## config.mk

```make
export PLATFORM = sky130hd
export DESIGN_NAME = oneshot_compare_timer
export DESIGN_NICKNAME = d
export VERILOG_FILES = /design/src/rtl/core/oct_pkg.sv /design/src/rtl/core/oct_step.sv /design/src/rtl/core/oneshot_compare_timer.sv
export SDC_FILE = /design/constraint.sdc
export NUM_CORES = 1
export LEC_CHECK = 0
export BUFFER_PORTS_ARGS = -buffer_cell sky130_fd_sc_hd__buf_4
export CAP_MARGIN = 10
export CORE_ASPECT_RATIO = 0.9
export CORE_MARGIN = 2
export CORE_UTILIZATION = 35
export CTS_CLUSTER_SIZE = 10
export DETAILED_ROUTE_END_ITERATION = 12
export PLACE_DENSITY = 0.51
export SYNTH_ARGS = -nofsm -noshare
export SYNTH_HDL_FRONTEND = slang
export SYNTH_SLANG_ARGS = --single-unit
```

## constraint.sdc

```tcl
create_clock -name clk_i -period 3.2 [get_ports clk_i]
set_clock_uncertainty 0.1 [all_clocks]
set_input_delay 0.16 -clock clk_i [delete_from_list [all_inputs] [get_ports clk_i]]
set_output_delay 0.16 -clock clk_i [all_outputs]
set_load 0.05 [all_outputs]
```

## src/rtl/core/oct_pkg.sv

```systemverilog
// Shared types and constants for the one-shot compare timer.
// No dependencies; every module of the block imports this package.
package oct_pkg;

  localparam int NUM_CHANNELS  = 3;
  localparam int COUNT_BITS    = 16;
  localparam int WRAP_BITS     = 16;
  localparam int DIV_BITS      = 7;
  localparam int PRESCALE_BITS = 6;
  localparam int CMD_BITS      = 3;
  localparam int CHAN_BITS     = 2;
  localparam int MASK_BITS     = NUM_CHANNELS + 1;
  localparam int STOP_CHANNEL  = 3;

  localparam logic [DIV_BITS-1:0] DIVIDE_MAX   = DIV_BITS'(64);
  localparam logic [DIV_BITS-1:0] DIVIDE_MIN   = DIV_BITS'(1);
  localparam logic [DIV_BITS-1:0] DIVIDE_RESET = DIVIDE_MAX;

  typedef enum logic [CMD_BITS-1:0] {
    CMD_TICK    = 3'd0,
    CMD_ARM     = 3'd1,
    CMD_CLEAR   = 3'd2,
    CMD_RELEASE = 3'd3,
    CMD_RESTART = 3'd4
  } oct_cmd_e;

  typedef struct packed {
    logic [CMD_BITS-1:0]   command;
    logic [CHAN_BITS-1:0]  channel;
    logic [COUNT_BITS-1:0] delay_ticks;
    logic [MASK_BITS-1:0]  clear_mask;
  } oct_cmd_t;

  typedef struct packed {
    logic [COUNT_BITS-1:0]                   counter;
    logic [PRESCALE_BITS-1:0]                prescale;
    logic [NUM_CHANNELS-1:0][COUNT_BITS-1:0] compare;
    logic [NUM_CHANNELS-1:0]                 armed;
    logic [MASK_BITS-1:0]                    events;
    logic [WRAP_BITS-1:0]                    wraps;
    logic                                    stop;
  } oct_state_t;

endpackage

```

## src/rtl/core/oct_step.sv

```systemverilog
// Next-state logic of the timer for one command word.
// Depends on oct_pkg for the command and state types.
module oct_step import oct_pkg::*; (
  input  oct_state_t          state_i,
  input  oct_cmd_t            cmd_i,
  input  logic [DIV_BITS-1:0] divide_i,
  output oct_state_t          state_o,
  output logic                wake_o
);

  logic [DIV_BITS-1:0]     divide_eff;
  logic [DIV_BITS-1:0]     prescale_inc;
  logic [COUNT_BITS-1:0]   counter_inc;
  logic [COUNT_BITS-1:0]   arm_value;
  logic                    wrap;
  logic [NUM_CHANNELS-1:0] match;
  logic                    chan_ok;

  always_comb begin
    if (divide_i < DIVIDE_MIN) begin
      divide_eff = DIVIDE_MIN;
    end else if (divide_i > DIVIDE_MAX) begin
      divide_eff = DIVIDE_MAX;
    end else begin
      divide_eff = divide_i;
    end
  end

  assign prescale_inc = {1'b0, state_i.prescale} + DIV_BITS'(1);
  assign counter_inc  = state_i.counter + COUNT_BITS'(1);
  assign wrap         = (counter_inc == '0);
  assign arm_value    = state_i.counter + cmd_i.delay_ticks;
  assign chan_ok      = (cmd_i.channel != '0) &&
                        ({1'b0, cmd_i.channel} <= (CHAN_BITS + 1)'(NUM_CHANNELS));

  // Compare against the counter value after the increment.
  always_comb begin
    for (int k = 0; k < NUM_CHANNELS; k++) begin
      match[k] = state_i.armed[k] && (state_i.compare[k] == counter_inc);
    end
  end

  always_comb begin
    state_o = state_i;
    wake_o  = 1'b0;
    unique case (oct_cmd_e'(cmd_i.command))
      CMD_TICK: begin
        if (prescale_inc >= divide_eff) begin
          state_o.prescale = '0;
          state_o.counter  = counter_inc;
          if (wrap) begin
            state_o.wraps                 = state_i.wraps + WRAP_BITS'(1);
            state_o.events[NUM_CHANNELS]  = 1'b1;
          end
          state_o.armed = state_i.armed & ~match;
          state_o.events[NUM_CHANNELS-1:0] = state_i.events[NUM_CHANNELS-1:0] | match;
          for (int k = 0; k < NUM_CHANNELS; k++) begin
            if (k == STOP_CHANNEL - 1 && match[k]) begin
              state_o.stop = 1'b1;
            end
          end
          wake_o = wrap || (match != '0);
        end else begin
          state_o.prescale = prescale_inc[PRESCALE_BITS-1:0];
        end
      end
      CMD_ARM: begin
        for (int k = 0; k < NUM_CHANNELS; k++) begin
          if (chan_ok && ({1'b0, cmd_i.channel} == (CHAN_BITS + 1)'(k + 1))) begin
            state_o.compare[k] = arm_value;
            state_o.armed[k]   = 1'b1;
          end
        end
      end
      CMD_CLEAR: begin
        state_o.events = state_i.events & ~cmd_i.clear_mask;
      end
      CMD_RELEASE: begin
        state_o.stop = 1'b0;
      end
      CMD_RESTART: begin
        state_o.counter  = '0;
        state_o.prescale = '0;
        state_o.wraps    = '0;
      end
      default: begin
        state_o = state_i;
      end
    endcase
  end

endmodule

```

## src/rtl/core/oneshot_compare_timer.sv

```systemverilog
// Top level of the one-shot compare timer: input register, state and result register.
// Depends on oct_pkg and on oct_step for the per-word state update.
//
// Usage:
//   Command words enter on the in_ channel (valid/ready). Each accepted word
//   yields exactly one result word on the out_ channel, in order.
//   A tick command feeds one clock into the prescaler; the counter advances
//   once every prescale_divide ticks. Arm, clear, release and restart act on
//   the channel, event and counter state as their names say.
//   The prescale divide is written over the cfg_ channel, which is always
//   ready; write it only while no word is in flight.
//   From acceptance, a word waits in the input register, then the state
//   update loads the result register. Throughput is one word per cycle
//   while the receiver keeps up; the state update is combinational.
//   When the receiver stalls, the result word holds and the input register
//   still takes one more word; after that in_ready_o drops until the result
//   is taken.
//   Reset clears the counter, prescaler, channels, events and flags, sets the
//   divide to 64 and empties both registers.
module oneshot_compare_timer import oct_pkg::*; (
  input  logic                    clk_i,
  input  logic                    rst_ni,
  input  logic                    cfg_valid_i,
  output logic                    cfg_ready_o,
  input  logic [DIV_BITS-1:0]     cfg_data_i,
  input  logic                    in_valid_i,
  output logic                    in_ready_o,
  input  logic [CMD_BITS-1:0]     command_i,
  input  logic [CHAN_BITS-1:0]    channel_i,
  input  logic [COUNT_BITS-1:0]   delay_ticks_i,
  input  logic [MASK_BITS-1:0]    clear_mask_i,
  output logic                    out_valid_o,
  input  logic                    out_ready_i,
  output logic [COUNT_BITS-1:0]   count_value_o,
  output logic [NUM_CHANNELS-1:0] armed_mask_o,
  output logic [MASK_BITS-1:0]    event_bits_o,
  output logic [WRAP_BITS-1:0]    wrap_count_o,
  output logic                    flow_stop_o,
  output logic                    wake_o
);

  logic [DIV_BITS-1:0] divide_q;
  logic                in_valid_q;
  oct_cmd_t            cmd_q;
  oct_state_t          state_q;
  oct_state_t          state_d;
  logic                wake_d;
  logic                out_valid_q;
  oct_state_t          res_q;
  logic                wake_q;
  logic                res_load;
  logic                in_load;

  assign cfg_ready_o = 1'b1;

  // The result register frees up in the same cycle its word is taken.
  assign res_load   = in_valid_q && (!out_valid_q || out_ready_i);
  assign in_ready_o = !in_valid_q || res_load;
  assign in_load    = in_valid_i && in_ready_o;

  oct_step u_step (
    .state_i  (state_q),
    .cmd_i    (cmd_q),
    .divide_i (divide_q),
    .state_o  (state_d),
    .wake_o   (wake_d)
  );

  always_ff @(posedge clk_i or negedge rst_ni) begin
    if (!rst_ni) begin
      divide_q    <= DIVIDE_RESET;
      in_valid_q  <= 1'b0;
      out_valid_q <= 1'b0;
      state_q     <= '0;
    end else begin
      if (cfg_valid_i) begin
        divide_q <= cfg_data_i;
      end
      if (in_ready_o) begin
        in_valid_q <= in_valid_i;
      end
      if (res_load) begin
        state_q     <= state_d;
        out_valid_q <= 1'b1;
      end else if (out_ready_i) begin
        out_valid_q <= 1'b0;
      end
    end
  end

  always_ff @(posedge clk_i) begin
    if (in_load) begin
      cmd_q <= '{command:     command_i,
                 channel:     channel_i,
                 delay_ticks: delay_ticks_i,
                 clear_mask:  clear_mask_i};
    end
    if (res_load) begin
      res_q  <= state_d;
      wake_q <= wake_d;
    end
  end

  assign out_valid_o   = out_valid_q;
  assign count_value_o = res_q.counter;
  assign armed_mask_o  = res_q.armed;
  assign event_bits_o  = res_q.events;
  assign wrap_count_o  = res_q.wraps;
  assign flow_stop_o   = res_q.stop;
  assign wake_o        = wake_q;

endmodule

```

* Word-level counts from Yosys, hierarchy flattened
Cells that the tools add are included.
Word-level totals: word-level logic and storage cells 86, register bits after elaboration 169, input port bits 37, output and inout port bits 44
Operators by class: equality and inequality tests 10, bitwise gates (word level) 5, magnitude comparators 3, reductions and logical operators 24, add/subtract/negate cells 4, muxes and demuxes 18
Operators with widths (number):
- $eq 16x16->1 | 3
- $pmux 22 s2 | 1
- $add 16x1->16 const B | 2
- $mux 16 | 2
- $pmux 16 s2 | 1
- $mux 24 | 1
- $add 16x16->16 | 1
- $logic_not 16->1 | 1
- $mux 7 | 2
- $reduce_and 3->1 | 3
- $logic_and 1x1->1 | 8
- $pmux 4 s2 | 1
- $add 6x1->7 const B | 1
- $ge 7x7->1 | 1
- $gt 7x7->1 const B | 1
- $lt 7x1->1 const B | 1
- $mux 1 | 7
- $eq 3x2->1 const B | 2
- $mux 6 | 1
- $pmux 3 s2 | 1
- $reduce_bool 2->1 | 3
- $and 4x4->4 | 1
- $eq 2x2->1 const B | 2
- $not 4->4 | 1
- other kinds (12) | 16

* Longest topological paths before layout
depth after elaboration 7, gate-level depth with buffers 13, gate-level depth less buffers 12

* Modules after synthesis
Synthesis repeated with hierarchy kept, for this count alone.
Second synthesis, totals: cells, all modules 1005, area, all modules 10714.0 um2
By module, submodules not included:
- oneshot_compare_timer | area an instance 6034.5 um2, cells each 290, instances 1, sequential area each 4560.6 um2
- oct_step | area an instance 4679.5 um2, cells each 715, instances 1, sequential area each 0.0 um2

* Worst setup path after synthesis
Ideal clock, no wire load.
kind register to register, from reg out_valid_q (netlist: out_valid_o), to reg state_q[22] in the netlist's numbering, clock period less this slack 3.197 ns, arrival time 2.892 ns, path slack 0.003 ns, library setup time 0.204 ns, data required time 2.896 ns, cell stages (with the launch flop) 7, path through dfrtp_1 -> nand2b_1 -> nand2_1 -> inv_1 -> clkbuf_1 -> clkbuf_1 -> a22oi_1
Between the ends: cells in the longest elaborated chain, start to end 3
RTL lines:
- from (decl) | line oneshot_compare_timer.sv:48 | logic out_valid_q;
- from (signal assigned) | line oneshot_compare_timer.sv:73 | out_valid_q <= 1'b0;
- from (signal assigned) | line oneshot_compare_timer.sv:84 | out_valid_q <= 1'b1;
- from (signal assigned) | line oneshot_compare_timer.sv:86 | out_valid_q <= 1'b0;
- $logic_not 1->1 | line oneshot_compare_timer.sv:57 | assign res_load = in_valid_q && (!out_valid_q || out_ready_i);
- $logic_or 1x1->1 | line oneshot_compare_timer.sv:57
- $logic_and 1x1->1 | line oneshot_compare_timer.sv:57
- net res_load | line oneshot_compare_timer.sv:51 | logic res_load;
- to (signal assigned) | line oneshot_compare_timer.sv:83 | state_q <= state_d;
- to (decl) | line oneshot_compare_timer.sv:45 | oct_state_t state_q;
The timed path passes the listed nets, and every way through them passes these cells. A chain may end at the register's enable or synchronous reset.

==> out/results.tsv <==
metric	value	unit
Initial Utilization	35.9	%
critical path class	flop to flop	
Critical Path Start Type	flop	
Synth async-reset ratio	60.9	%
first-pass GRT wire length	44.2	mm
post-synth top area cell	dfrtp_1	
CTS sink count	169	
Mean Syn Cell Area	10.4	sq um
leakage	0.00539	uW
status	completed	
Die ar.	29200	sq um
fmax	0.328	GHz
Comb power frac	24.5	%
YS warnings	0	
# IOs	81	
post-synthesis net count	1001	
worst skew pair latency	0.44	ns
Multi-input gate area	5050	sq um
GRT Resource Usage Total	19.6	%
Root Driver	clkbuf_16	
Slew HR	49.0	%
final setup fails	0	
number of max-cap violations	0	
initial antenna violation count	0	
sequential cell area	4560	sq um
Chip Width	180	microns
drt wl/cell	18.9	microns
# nets final	1176	
Synth top area share	26.2	%
critical path fanouts, max	6	
Detail Placement HPWL	20.1	mm
flops & latches, synth	169	
Distinct cells, synth	83	
clock buffer depth	2	
diode count	0	
Final Non-Filler Cells	1479	
Final ANT Viol Nets	0	
P_int	4320	uW
DRC Markers	0	
core box area	27200	sq um
Sw Ratio	32.2	%
PwrDens	515	nW/um^2
CP Data Required Time	3.28	ns
crit share post-route	95.3	%
Psw	2060	uW
post-route cell area	12400	sq um
number of flops mapped to enable cells by yosys	66	
Fin Hold WS	0.218	ns
largest cells by area after synthesis	dfrtp_1, edfxtp_1, mux2_2	
synthesis-to-layout area growth	27.1	%
most frequent cells in the layout	buf_4, dfrtp_1, nand2_1	
Hold Fails Final Rpt	0	
share of layout cells above drive strength 1	25.7	%
synthesized cell area	9750	sq um
worst-margin pin slew	0.765	ns
Die Y	162	microns
Final min period	3.05	ns
WL final	28.0	mm
utilization after layout	45.6	%
Rows	57	
CTS tree	built	
Worst EP arrival	3.13	ns
vias in the first global route	7740	
initial drt markers	595	
Worst-path clk slew	0.07	ns
clock share of power	32.5	%
commonest non-fill, non-tap cell in the layout	buf_4	
DR vias	7882	
Seq/Total Area, Yosys	46.8	%
Sequential Power Share	42.9	%
VDD IR max	0.340	mV
Final GP Congestion	0.912	
Fin Setup TNS	0	ns
CTS buffer count	17	
crit end category	flop	
H-tree Lvls	4	
number of port buffers	79	
vias per cell	5.33	
placed cell count	1402	
layout filler cell count	2593	
Placed Instance Area	11200	sq um
Hold Crit Class	input pin to async pin	
Synth Flop Type	dfrtp_1	
synthesized instance count	937	
First-pass DRT Iterations	5	
GRT overflow	0	
largest net degree at the start of global routing	53	
max-slew violation count	0	
## power groups by stage
stage | Clock, uW | Sequential, uW | Combinational [uW]
2_1_floorplan | 0 | 2850 | 796
3_3_place_gp | 0 | 2770 | 1390
3_5_place_dp | 0 | 2770 | 1400
4_1_cts | 2140 | 2730 | 1500
5_1_grt | 2210 | 2770 | 1710
6_report | 2070 | 2740 | 1570
## what timing repair did
item,in CTS,in global routing
setup endpoints to repair,9,55
gates resized for setup,9,23
hold buffers,44,0
hold endpoints to repair,83,0
setup buffers,0,1
pin swaps,1,4
## critical path: stages, from the launching register on
cell	delay, ns
dfrtp_1	0.39
ha_1	0.26
and4_1	0.27
and3_2	0.27
or3_1	0.33
a22oi_2	0.21
buf_4	0.18
and4_1	0.28
nand4_1	0.19
xnor2_1	0.22
nor2_1	0.07
## sequential cells by signal (all words and copies together) (netlist names), 3 cells and up
signal / count
state_q: 94
cmd_q: 25
count_value_o: 16
wrap_count_o: 16
divide_q: 7
event_bits_o: 4
armed_mask_o: 3
## path summary, 6_finish.rpt
| path | cells past startpoint | slack [ns] | startpoint | end |
|---|---|---|---|---|
| max reg2reg | 10 | 0.15 | state_q[78] | wrap_count_o[3] |
| min | 2 | 0.22 | rst_ni | state_q[83] |
| min reg2reg | 2 | 0.38 | state_q[20] | state_q[20] |
| max in group asynchronous | 3 | 1.92 | rst_ni | state_q[40] |
| min in group clk_i | 2 | 0.33 | delay_ticks_i[11] | cmd_q[15] |
| max | 10 | 0.15 | state_q[78] | wrap_count_o[3] |
## per-layer routing
metal  GRT usage (%)  wire (microns)
met5               0               0
met4            5.88             505
met3            3.52            1280
met2            29.4           12200
met1            28.9           14000
## logic make-up (layout without fill, tap and decap cells)
family                   Yosys count  after routing  share of synthesized area, %
other                              1              1                        0.0385
XOR/XNOR                          89             89                          8.84
AO/OA/AOI/OAI                    223            223                          14.7
buffers and inverters             71            259                          3.17
adder cells (fa/ha/maj)           27             27                          3.54
flip-flops                       169            169                          46.8
AND/OR/NAND/NOR                  307            307                          17.2
multiplexers                      50             50                          5.71
## final cells by class
type                    count  area share, %
flip-flops and latches    169           36.8
inverters                  21          0.636
multi-input cells         697           40.8
clock inverters            14           1.08
repair buffers            206           13.6
well taps                 354           3.57
clock buffers              18           3.54
## Yosys cell counts, types with 17 or more instances
| library cell | instances |
|---|---|
| xor2_1 | 30 |
| clkbuf_1 | 34 |
| a21oi_1 | 43 |
| nor3_1 | 17 |
| nor2_1 | 65 |
| ha_1 | 26 |
| edfxtp_1 | 66 |
| inv_1 | 20 |
| nand3_1 | 22 |
| dfrtp_1 | 102 |
| o21ai_0 | 78 |
| xnor2_1 | 53 |
| nand2_1 | 85 |
| mux2_2 | 45 |
## through the flow
step,power [uW],worst slack [ns]
after floorplan,3650,0.00309
after global placement,4160,-0.245
after detailed placement,4160,-0.260
after CTS,6360,0.0330
after global routing,6690,-0.0195
final,6380,0.151
(Power assumes the default switching activity.)
